<file path="src/design/rdf_pkg.sv">
// Types, constants and microcode table of the repeating decimal to fraction unit.
package rdf_pkg;

   // Field and datapath widths: a 30-bit block has at most ten digits, 10^10 fits 34 bits.
   localparam int FIELD_W    = 30;
   localparam int DATA_W     = 34;
   localparam int MAX_DIGITS = 9;

   // Power of ten on 64 bits, evaluated at elaboration.
   function automatic logic [63:0] pow10(input int n);
      logic [63:0] p;
      p = 64'd1;
      for (int i = 0; i < n; i++) begin
         p = p * 64'd10;
      end
      return p;
   endfunction

   // Largest block accepted; with a digit limit above nine no 30-bit value saturates.
   localparam logic [FIELD_W-1:0] SAT_LIMIT =
      (MAX_DIGITS < 10) ? FIELD_W'(pow10(MAX_DIGITS) - 64'd1) : '1;

   // Datapath operations.
   typedef enum logic [3:0] {
      OP_NOP,
      OP_LOAD,
      OP_SCALE,
      OP_SETUP,
      OP_DIV_AB,
      OP_EUC_UPD,
      OP_DIV_NUM,
      OP_NUM_UPD,
      OP_DIV_DEN,
      OP_FINISH
   } op_type;

   // Jump conditions.
   typedef enum logic [2:0] {
      C_NONE,
      C_ALWAYS,
      C_IDLE,
      C_N_GE_P,
      C_B_ZERO,
      C_DIV_BUSY
   } cond_type;

   localparam int PC_W        = 4;
   localparam int UCODE_DEPTH = 2 ** PC_W;

   typedef logic [PC_W-1:0] pc_type;

   // Program steps that are jump targets.
   localparam pc_type STEP_IDLE     = PC_W'(0);
   localparam pc_type STEP_COUNT    = PC_W'(1);
   localparam pc_type STEP_TEST     = PC_W'(3);
   localparam pc_type STEP_WAIT_EUC = PC_W'(5);
   localparam pc_type STEP_DIV_NUM  = PC_W'(7);
   localparam pc_type STEP_WAIT_NUM = PC_W'(8);
   localparam pc_type STEP_WAIT_DEN = PC_W'(10);

   typedef struct packed {
      op_type   op;
      cond_type cond;
      pc_type   target;
   } ucode_word_type;

   // Control from sequencer to datapath.
   typedef struct packed {
      op_type op;
   } ctrl_type;

   // Flags from datapath to sequencer.
   typedef struct packed {
      logic n_ge_p;
      logic b_zero;
      logic div_busy;
   } stat_type;

   // Microcode program.
   localparam ucode_word_type UCODE [UCODE_DEPTH] = '{
      '{OP_LOAD,    C_IDLE,     STEP_IDLE},
      '{OP_SCALE,   C_N_GE_P,   STEP_COUNT},
      '{OP_SETUP,   C_NONE,     STEP_IDLE},
      '{OP_NOP,     C_B_ZERO,   STEP_DIV_NUM},
      '{OP_DIV_AB,  C_NONE,     STEP_IDLE},
      '{OP_EUC_UPD, C_DIV_BUSY, STEP_WAIT_EUC},
      '{OP_NOP,     C_ALWAYS,   STEP_TEST},
      '{OP_DIV_NUM, C_NONE,     STEP_IDLE},
      '{OP_NUM_UPD, C_DIV_BUSY, STEP_WAIT_NUM},
      '{OP_DIV_DEN, C_NONE,     STEP_IDLE},
      '{OP_FINISH,  C_DIV_BUSY, STEP_WAIT_DEN},
      '{OP_NOP,     C_ALWAYS,   STEP_IDLE},
      '{OP_NOP,     C_ALWAYS,   STEP_IDLE},
      '{OP_NOP,     C_ALWAYS,   STEP_IDLE},
      '{OP_NOP,     C_ALWAYS,   STEP_IDLE},
      '{OP_NOP,     C_ALWAYS,   STEP_IDLE}
   };

endpackage

</file>
<file path="src/design/rdf_div.sv">
// Restoring divider, one quotient bit per cycle.
module rdf_div #(
   parameter int W = 34
) (
   input  logic         clock,
   input  logic         reset,
   input  logic         start,
   input  logic [W-1:0] dividend,
   input  logic [W-1:0] divisor,
   output logic         busy,
   output logic [W-1:0] quotient,
   output logic [W-1:0] remainder
);
   localparam int CNT_W = $clog2(W + 1);

   logic [W-1:0]     rem_ff, rem_in;
   logic [W-1:0]     quo_ff, quo_in;
   logic [W-1:0]     dvs_ff, dvs_in;
   logic [CNT_W-1:0] cnt_ff, cnt_in;
   logic             busy_ff, busy_in;
   logic [W:0]       trial;
   logic [W:0]       diff;

   // Shift in the next dividend bit and try the subtraction.
   assign trial = {rem_ff, quo_ff[W-1]};
   assign diff  = trial - {1'b0, dvs_ff};

   always_comb begin
      rem_in  = rem_ff;
      quo_in  = quo_ff;
      dvs_in  = dvs_ff;
      cnt_in  = cnt_ff;
      busy_in = busy_ff;
      if (start) begin
         rem_in  = '0;
         quo_in  = dividend;
         dvs_in  = divisor;
         cnt_in  = CNT_W'(W);
         busy_in = 1'b1;
      end else if (busy_ff) begin
         if (diff[W]) begin
            rem_in = trial[W-1:0];
            quo_in = {quo_ff[W-2:0], 1'b0};
         end else begin
            rem_in = diff[W-1:0];
            quo_in = {quo_ff[W-2:0], 1'b1};
         end
         cnt_in  = cnt_ff - CNT_W'(1);
         busy_in = (cnt_ff != CNT_W'(1));
      end
   end

   // Hold payload without reset.
   always_ff @(posedge clock) begin
      rem_ff <= rem_in;
      quo_ff <= quo_in;
      dvs_ff <= dvs_in;
      cnt_ff <= cnt_in;
   end

   always_ff @(posedge clock) begin
      if (reset) begin
         busy_ff <= 1'b0;
      end else begin
         busy_ff <= busy_in;
      end
   end

   assign busy      = busy_ff;
   assign quotient  = quo_ff;
   assign remainder = rem_ff;

endmodule

</file>
<file path="src/design/rdf_sequencer.sv">
// Microcode sequencer: step counter, program table and conditional jumps.
module rdf_sequencer (
   input  logic              clock,
   input  logic              reset,
   input  logic              start,
   input  rdf_pkg::stat_type stat,
   output rdf_pkg::ctrl_type ctrl,
   output logic              busy
);
   import rdf_pkg::*;

   pc_type         pc_ff, pc_in;
   ucode_word_type word;
   logic           take;

   assign word = UCODE[pc_ff];

   // Evaluate the jump condition of the current step.
   always_comb begin
      unique case (word.cond)
         C_NONE:     take = 1'b0;
         C_ALWAYS:   take = 1'b1;
         C_IDLE:     take = !start;
         C_N_GE_P:   take = stat.n_ge_p;
         C_B_ZERO:   take = stat.b_zero;
         C_DIV_BUSY: take = stat.div_busy;
         default:    take = 1'b1;
      endcase
   end

   // Jump or advance.
   assign pc_in = take ? word.target : pc_ff + PC_W'(1);

   always_ff @(posedge clock) begin
      if (reset) begin
         pc_ff <= STEP_IDLE;
      end else begin
         pc_ff <= pc_in;
      end
   end

   assign ctrl.op = word.op;
   assign busy    = (pc_ff != STEP_IDLE);

endmodule

</file>
<file path="src/design/rdf_datapath.sv">
// Datapath: digit count, Euclid registers, shared divider and result registers.
module rdf_datapath (
   input  logic                          clock,
   input  logic                          reset,
   input  rdf_pkg::ctrl_type             ctrl,
   input  logic [rdf_pkg::FIELD_W-1:0]   req_repeat_digits,
   output rdf_pkg::stat_type             stat,
   output logic                          rsp_valid,
   output logic [rdf_pkg::FIELD_W-1:0]   rsp_numerator,
   output logic [rdf_pkg::FIELD_W-1:0]   rsp_denominator
);
   import rdf_pkg::*;

   logic [FIELD_W-1:0] n_ff, n_in;
   logic [DATA_W-1:0]  p_ff, p_in;
   logic [DATA_W-1:0]  d_ff, d_in;
   logic [DATA_W-1:0]  a_ff, a_in;
   logic [DATA_W-1:0]  b_ff, b_in;
   logic [FIELD_W-1:0] q_ff, q_in;
   logic               rsp_valid_ff, rsp_valid_in;
   logic [FIELD_W-1:0] rsp_num_ff, rsp_num_in;
   logic [FIELD_W-1:0] rsp_den_ff, rsp_den_in;

   logic               div_start;
   logic [DATA_W-1:0]  div_dividend;
   logic [DATA_W-1:0]  div_divisor;
   logic               div_busy;
   logic [DATA_W-1:0]  div_quot;
   logic [DATA_W-1:0]  div_rem;
   logic [DATA_W-1:0]  n_wide;
   logic               n_ge_p;

   assign n_wide = DATA_W'(n_ff);
   assign n_ge_p = (n_wide >= p_ff);

   rdf_div #(
      .W (DATA_W)
   ) u_div (
      .clock     (clock),
      .reset     (reset),
      .start     (div_start),
      .dividend  (div_dividend),
      .divisor   (div_divisor),
      .busy      (div_busy),
      .quotient  (div_quot),
      .remainder (div_rem)
   );

   // Decode the operation of the current step.
   always_comb begin
      n_in         = n_ff;
      p_in         = p_ff;
      d_in         = d_ff;
      a_in         = a_ff;
      b_in         = b_ff;
      q_in         = q_ff;
      rsp_valid_in = 1'b0;
      rsp_num_in   = rsp_num_ff;
      rsp_den_in   = rsp_den_ff;
      div_start    = 1'b0;
      div_dividend = a_ff;
      div_divisor  = b_ff;
      unique case (ctrl.op)
         OP_NOP: begin
         end
         OP_LOAD: begin
            // Clamp an overlong block to all nines.
            n_in = (req_repeat_digits > SAT_LIMIT) ? SAT_LIMIT : req_repeat_digits;
            p_in = DATA_W'(10);
         end
         OP_SCALE: begin
            if (n_ge_p) begin
               p_in = (p_ff << 3) + (p_ff << 1);
            end
         end
         OP_SETUP: begin
            d_in = p_ff - DATA_W'(1);
            a_in = n_wide;
            b_in = p_ff - DATA_W'(1);
         end
         OP_DIV_AB: begin
            div_start = 1'b1;
         end
         OP_EUC_UPD: begin
            if (!div_busy) begin
               a_in = b_ff;
               b_in = div_rem;
            end
         end
         OP_DIV_NUM: begin
            div_start    = 1'b1;
            div_dividend = n_wide;
            div_divisor  = a_ff;
         end
         OP_NUM_UPD: begin
            if (!div_busy) begin
               q_in = div_quot[FIELD_W-1:0];
            end
         end
         OP_DIV_DEN: begin
            div_start    = 1'b1;
            div_dividend = d_ff;
            div_divisor  = a_ff;
         end
         OP_FINISH: begin
            if (!div_busy) begin
               rsp_valid_in = 1'b1;
               rsp_num_in   = q_ff;
               rsp_den_in   = div_quot[FIELD_W-1:0];
            end
         end
         default: begin
         end
      endcase
   end

   // Hold payload registers.
   always_ff @(posedge clock) begin
      n_ff       <= n_in;
      p_ff       <= p_in;
      d_ff       <= d_in;
      a_ff       <= a_in;
      b_ff       <= b_in;
      q_ff       <= q_in;
      rsp_num_ff <= rsp_num_in;
      rsp_den_ff <= rsp_den_in;
   end

   always_ff @(posedge clock) begin
      if (reset) begin
         rsp_valid_ff <= 1'b0;
      end else begin
         rsp_valid_ff <= rsp_valid_in;
      end
   end

   assign stat.n_ge_p   = n_ge_p;
   assign stat.b_zero   = (b_ff == '0);
   assign stat.div_busy = div_busy;

   assign rsp_valid       = rsp_valid_ff;
   assign rsp_numerator   = rsp_num_ff;
   assign rsp_denominator = rsp_den_ff;

endmodule

</file>
<file path="src/design/repeating_decimal_to_fraction_unit.sv">
// An accepted start runs the power-of-ten scaling over the digits of the block, then the Euclid
// remainder steps, each one a divide, and then the numerator and denominator divides.
// All of these divides run through the shared bit-serial divider.
// Throughput: one item at a time; busy falls the cycle after the strobe, then start is taken.
// Reset (synchronous, active high) returns the sequencer to idle and drops the strobe.
// Results are strobed for one cycle; the receiver cannot stall them.
module repeating_decimal_to_fraction_unit (
   input  logic                        clock,
   input  logic                        reset,
   input  logic                        start,
   output logic                        busy,
   input  logic [rdf_pkg::FIELD_W-1:0] req_repeat_digits,
   output logic                        rsp_valid,
   output logic [rdf_pkg::FIELD_W-1:0] rsp_numerator,
   output logic [rdf_pkg::FIELD_W-1:0] rsp_denominator
);
   import rdf_pkg::*;

   ctrl_type ctrl;
   stat_type stat;

   // Step through the microcode program.
   rdf_sequencer u_seq (
      .clock (clock),
      .reset (reset),
      .start (start),
      .stat  (stat),
      .ctrl  (ctrl),
      .busy  (busy)
   );

   // Execute each step's operation.
   rdf_datapath u_dp (
      .clock             (clock),
      .reset             (reset),
      .ctrl              (ctrl),
      .req_repeat_digits (req_repeat_digits),
      .stat              (stat),
      .rsp_valid         (rsp_valid),
      .rsp_numerator     (rsp_numerator),
      .rsp_denominator   (rsp_denominator)
   );

endmodule

</file>
<file path="config.mk">
export PLATFORM = sky130hd
export DESIGN_NAME = repeating_decimal_to_fraction_unit
export DESIGN_NICKNAME = d
export VERILOG_FILES = /design/src/design/rdf_pkg.sv /design/src/design/rdf_div.sv /design/src/design/rdf_sequencer.sv /design/src/design/rdf_datapath.sv /design/src/design/repeating_decimal_to_fraction_unit.sv
export SDC_FILE = /design/constraint.sdc
export NUM_CORES = 1
export LEC_CHECK = 0
export BUFFER_PORTS_ARGS = -buffer_cell sky130_fd_sc_hd__buf_2
export CAP_MARGIN = 20
export CORE_MARGIN = 5
export CORE_UTILIZATION = 55
export CTS_CLUSTER_SIZE = 30
export DETAILED_ROUTE_END_ITERATION = 8
export HOLD_SLACK_MARGIN = 0.15
export PLACE_DENSITY = 0.78
export REMOVE_ABC_BUFFERS = 1
export SLEW_MARGIN = 20
export SYNTH_ARGS = -nofsm -noshare
export SYNTH_HDL_FRONTEND = slang
export SYNTH_HIERARCHICAL = 1
export SYNTH_SLANG_ARGS = --single-unit
</file>
<file path="constraint.sdc">
create_clock -name clock -period 10.55 [get_ports clock]
set_input_delay 2.11 -clock clock [delete_from_list [all_inputs] [get_ports clock]]
set_output_delay 2.11 -clock clock [all_outputs]
set_load 0.02 [all_outputs]
</file>
==> impl_metrics.xml <==
<?xml version="1.0" encoding="UTF-8"?>
<metrics>
  <group name="sta">
    <metric name="layout_setup_ws" unit="ps">6550</metric>
    <metric name="whs" unit="ps">407</metric>
    <metric name="slew_headroom" unit="%">28.4</metric>
    <metric name="max_freq" unit="MHz">250</metric>
    <metric name="grt_setup_unrepaired" unit="">no</metric>
    <metric name="timing.clock.skew" unit="ps">17.5</metric>
    <metric name="final_hold_viol_count" unit="">0</metric>
    <metric name="timing_worst_slew_pin_value" unit="ps">1070</metric>
    <metric name="totalNegativeSetupSlack" unit="ps">0</metric>
    <metric name="post-route-min-period" unit="ps">4000</metric>
    <metric name="setup-violations-final" unit="">0</metric>
    <metric name="post-route-period-util" unit="%">37.9</metric>
    <metric name="final_max_slew_viol_count" unit="">0</metric>
  </group>
  <group name="setup_path">
    <metric name="timing.critical_path.arrival" unit="ps">1890</metric>
    <metric name="critical_path_cell_sequence" unit="">nor2_1, nand2_1, buf_2</metric>
    <metric name="critical-path-top-delay-family" unit="">flip-flops</metric>
    <metric name="timing.critical_path.fanout_max" unit="">28</metric>
    <metric name="combined_buffer_and_inverter_count_along_the_critical_path" unit="">1</metric>
    <metric name="cp_data_required_time" unit="ps">8440</metric>
    <metric name="timing.critical_path.from_type" unit="">register</metric>
    <metric name="timing.critical_path.slowest_stage_cell" unit="">sky130_fd_sc_hd__dfxtp_1</metric>
    <metric name="path_class" unit="">register to output port</metric>
    <metric name="max_stage_delay" unit="ps">930</metric>
    <metric name="worst_setup_path_end_kind" unit="">output port</metric>
  </group>
  <group name="grt">
    <metric name="global_route.usage.total" unit="%">22.3</metric>
    <metric name="antenna_found_initial" unit="">0</metric>
    <metric name="grt_overflow_total" unit="">0</metric>
    <metric name="first_pass_grt_wire_length" unit="µm">70900</metric>
    <metric name="grt_max_degree" unit="">86</metric>
    <metric name="number_of_global_route_vias_before_repair" unit="">13400</metric>
  </group>
  <group name="clock_network">
    <metric name="clock_tree.htree_level_count" unit="">2</metric>
    <metric name="clkSinkCount" unit="">368</metric>
    <metric name="ctsLongestPathBuffers" unit="">3</metric>
    <metric name="clock-root-buffer" unit="">sky130_fd_sc_hd__clkbuf_16</metric>
    <metric name="clkSlewWorstSetupHoldPaths" unit="ps">60</metric>
    <metric name="cts_hold_buffers" unit="">0</metric>
    <metric name="postCtsResizedCells" unit="">0</metric>
    <metric name="cts_inserted_buffers" unit="">40</metric>
    <metric name="post-cts-setup-buffers" unit="">0</metric>
    <metric name="clk_latency" unit="ps">540</metric>
    <metric name="cts_tree" unit="">done</metric>
  </group>
  <group name="floorplanning">
    <metric name="num_rows" unit="">69</metric>
    <metric name="die_w" unit="µm">199</metric>
    <metric name="initial_core_util" unit="%">55.6</metric>
    <metric name="core_area" unit="mm²">0.0355</metric>
    <metric name="io-pin-count" unit="">95</metric>
    <metric name="die_h" unit="µm">199</metric>
    <metric name="fp.dieArea" unit="mm²">0.0397</metric>
  </group>
  <group name="yosys">
    <metric name="synth_compound_gate_area_share" unit="%">11.5</metric>
    <metric name="seq_area_frac_synth" unit="%">53.7</metric>
    <metric name="xor_xnor_cell_area_share_of_the_yosys_netlist" unit="%">4.14</metric>
    <metric name="post_synthesis_instance_area" unit="mm²">0.0197</metric>
    <metric name="synth-edff-count" unit="">322</metric>
    <metric name="per_instance_average_area_after_synthesis" unit="µm²">11.0</metric>
    <metric name="synth.distinct_cells" unit="">89</metric>
    <metric name="yosysWarnings" unit="">6</metric>
    <metric name="synthCells" unit="">1794</metric>
    <metric name="synth_mux_area_share" unit="%">5.07</metric>
    <metric name="post_synth_fa_ha_maj_area_fraction" unit="%">6.55</metric>
    <metric name="synth_top_family_by_area" unit="">simple AND/OR/NAND/NOR gates</metric>
    <metric name="ff_latch_count_synth" unit="">368</metric>
    <metric name="synth_flop_cell" unit="">sky130_fd_sc_hd__edfxtp_1</metric>
    <metric name="post_synth_and_or_nand_nor_area_fraction" unit="%">15.8</metric>
    <metric name="asyncSetResetFlopFracSynth" unit="%">0</metric>
  </group>
  <group name="finish">
    <metric name="antenna_cells_inserted" unit="">0</metric>
    <metric name="fillerInstances" unit="">2808</metric>
    <metric name="area_growth_syn_to_layout" unit="%">10.9</metric>
    <metric name="final_util" unit="%">61.6</metric>
    <metric name="drive_gt1_share" unit="%">16.2</metric>
    <metric name="postLayoutCellArea" unit="mm²">0.0219</metric>
    <metric name="nNetsFinal" unit="">2005</metric>
  </group>
  <group name="pwr">
    <metric name="power.ir.vdd_worst" unit="µV">231</metric>
    <metric name="power_leakage" unit="nW">8.57</metric>
    <metric name="power.density" unit="mW/mm²">321</metric>
  </group>
  <group name="routing">
    <metric name="drt-initial-drc-count" unit="">1611</metric>
    <metric name="route.vias.total" unit="">14000</metric>
    <metric name="vias_per_cell" unit="">5.94</metric>
    <metric name="post-route-drc-count" unit="">0</metric>
    <metric name="ant_nets" unit="">0</metric>
    <metric name="wirelength_per_cell" unit="µm">18.9</metric>
    <metric name="wl" unit="µm">44600</metric>
    <metric name="drt_pass1_iterations" unit="">6</metric>
  </group>
  <group name="min_path">
    <metric name="timing.hold.worst.class" unit="">register to register</metric>
  </group>
  <group name="place">
    <metric name="gpl.final_weighted_congestion" unit="">0.944</metric>
    <metric name="hpwl" unit="µm">31900</metric>
    <metric name="preCtsSetupSlack" unit="ps">6620</metric>
    <metric name="dpl-instance-area" unit="mm²">0.0206</metric>
    <metric name="io_buffers" unit="">94</metric>
  </group>
  <group name="flow_run">
    <metric name="timing.max_cap.violations" unit="">0</metric>
  </group>
  <group name="run_status">
    <metric name="status" unit="">complete, no violations</metric>
  </group>
</metrics>
==> sequential cells by signal, summed over array words and instances (netlist names), 33 cells and up <==
register and count:
u_dp/a_ff 34, u_dp/b_ff 34, u_dp/d_ff 33, u_dp/p_ff 33
u_dp/u_div/dvs_ff 34, u_dp/u_div/quotient 34, u_dp/u_div/remainder 34
==> cells in the mapped netlist, drive strengths merged (36+ instances only) <==
cell	count	area share [%]
a21o	45	1.7
a21oi	85	2.2
clkbuf	61	1.2
dfxtp	46	4.7
edfxtp	322	49
ha	100	6.3
inv	85	1.6
mux2	85	4.9
nand2	266	5.1
nor2	161	3.1
nor3	36	1.0
o21ai	47	1.2
xnor2	58	2.7
==> kinds of logic (layout without fill, tap and decap cells) <==
family | Yosys count | in the layout
fa+ha+maj | 102 | 102
flops | 368 | 368
simple gates | 653 | 653
compound gates | 332 | 332
buf+inv | 162 | 266
mux | 88 | 88
xor+xnor | 89 | 89
==> per-stage QoR <==
stage	total power, mW	instances
after floorplan	4.82	1717
after global routing	7.49	2359
final	7.01	2359
after global placement	5.52	2289
after detailed placement	5.64	2289
after CTS	6.99	2359
==> worst paths after layout <==
kind / from / cells past startpoint / to / slack (ps)
min reg2reg: u_dp/q_ff[29] / 0 / u_dp/rsp_numerator[29] / 410
max: u_seq/pc_ff[2] / 3 / busy / 6550
max reg2reg: u_seq/pc_ff[2] / 8 / u_dp/u_div/quotient[31] / 6560
min: u_dp/q_ff[29] / 0 / u_dp/rsp_numerator[29] / 410
==> cell type report <==
| type | instances | area [µm²] | share of cell area [%] |
|---|---|---|---|
| repair buffers | 111 | 598 | 2.74 |
| multi-input cells | 1264 | 8550 | 39.1 |
| well taps | 461 | 577 | 2.64 |
| inverters | 85 | 319 | 1.46 |
| clock buffers | 53 | 1090 | 5.00 |
| flip-flops and latches | 368 | 10600 | 48.4 |
| clock inverters | 17 | 140 | 0.641 |
==> per-layer routing <==
| layer | vias to the layer above | global-route usage (%) | part of all wire, % |
|---|---|---|---|
| met2 | 608 | 34.1 | 45 |
| met5 | - | 0 | 0 |
| met3 | 81 | 3.78 | 8.4 |
| met1 | 6640 | 33.0 | 45 |
| li1 | 6687 | - | - |
| met4 | 0 | 6.53 | 2.5 |
==> layout by cell type, fill, tap and decap left out, types with 46 or more instances in the layout <==
| cell type | n |
|---|---|
| sky130_fd_sc_hd__a21oi_1 | 84 |
| sky130_fd_sc_hd__buf_2 | 94 |
| sky130_fd_sc_hd__edfxtp_1 | 322 |
| sky130_fd_sc_hd__ha_1 | 100 |
| sky130_fd_sc_hd__inv_1 | 84 |
| sky130_fd_sc_hd__mux2_2 | 77 |
| sky130_fd_sc_hd__nand2_1 | 265 |
| sky130_fd_sc_hd__nor2_1 | 156 |
| sky130_fd_sc_hd__o21ai_0 | 46 |
| sky130_fd_sc_hd__xnor2_1 | 55 |
==> power by group <==
group	internal (mW)	total [mW]	switching, mW	leakage (nW)
sequential	2.31	2.79	0.479	3.38
clock	0.775	1.32	0.544	0.600
combinational	1.12	2.90	1.77	4.58
total	4.21	7.01	2.80	8.57
Power figures use the tool's default switching activity.
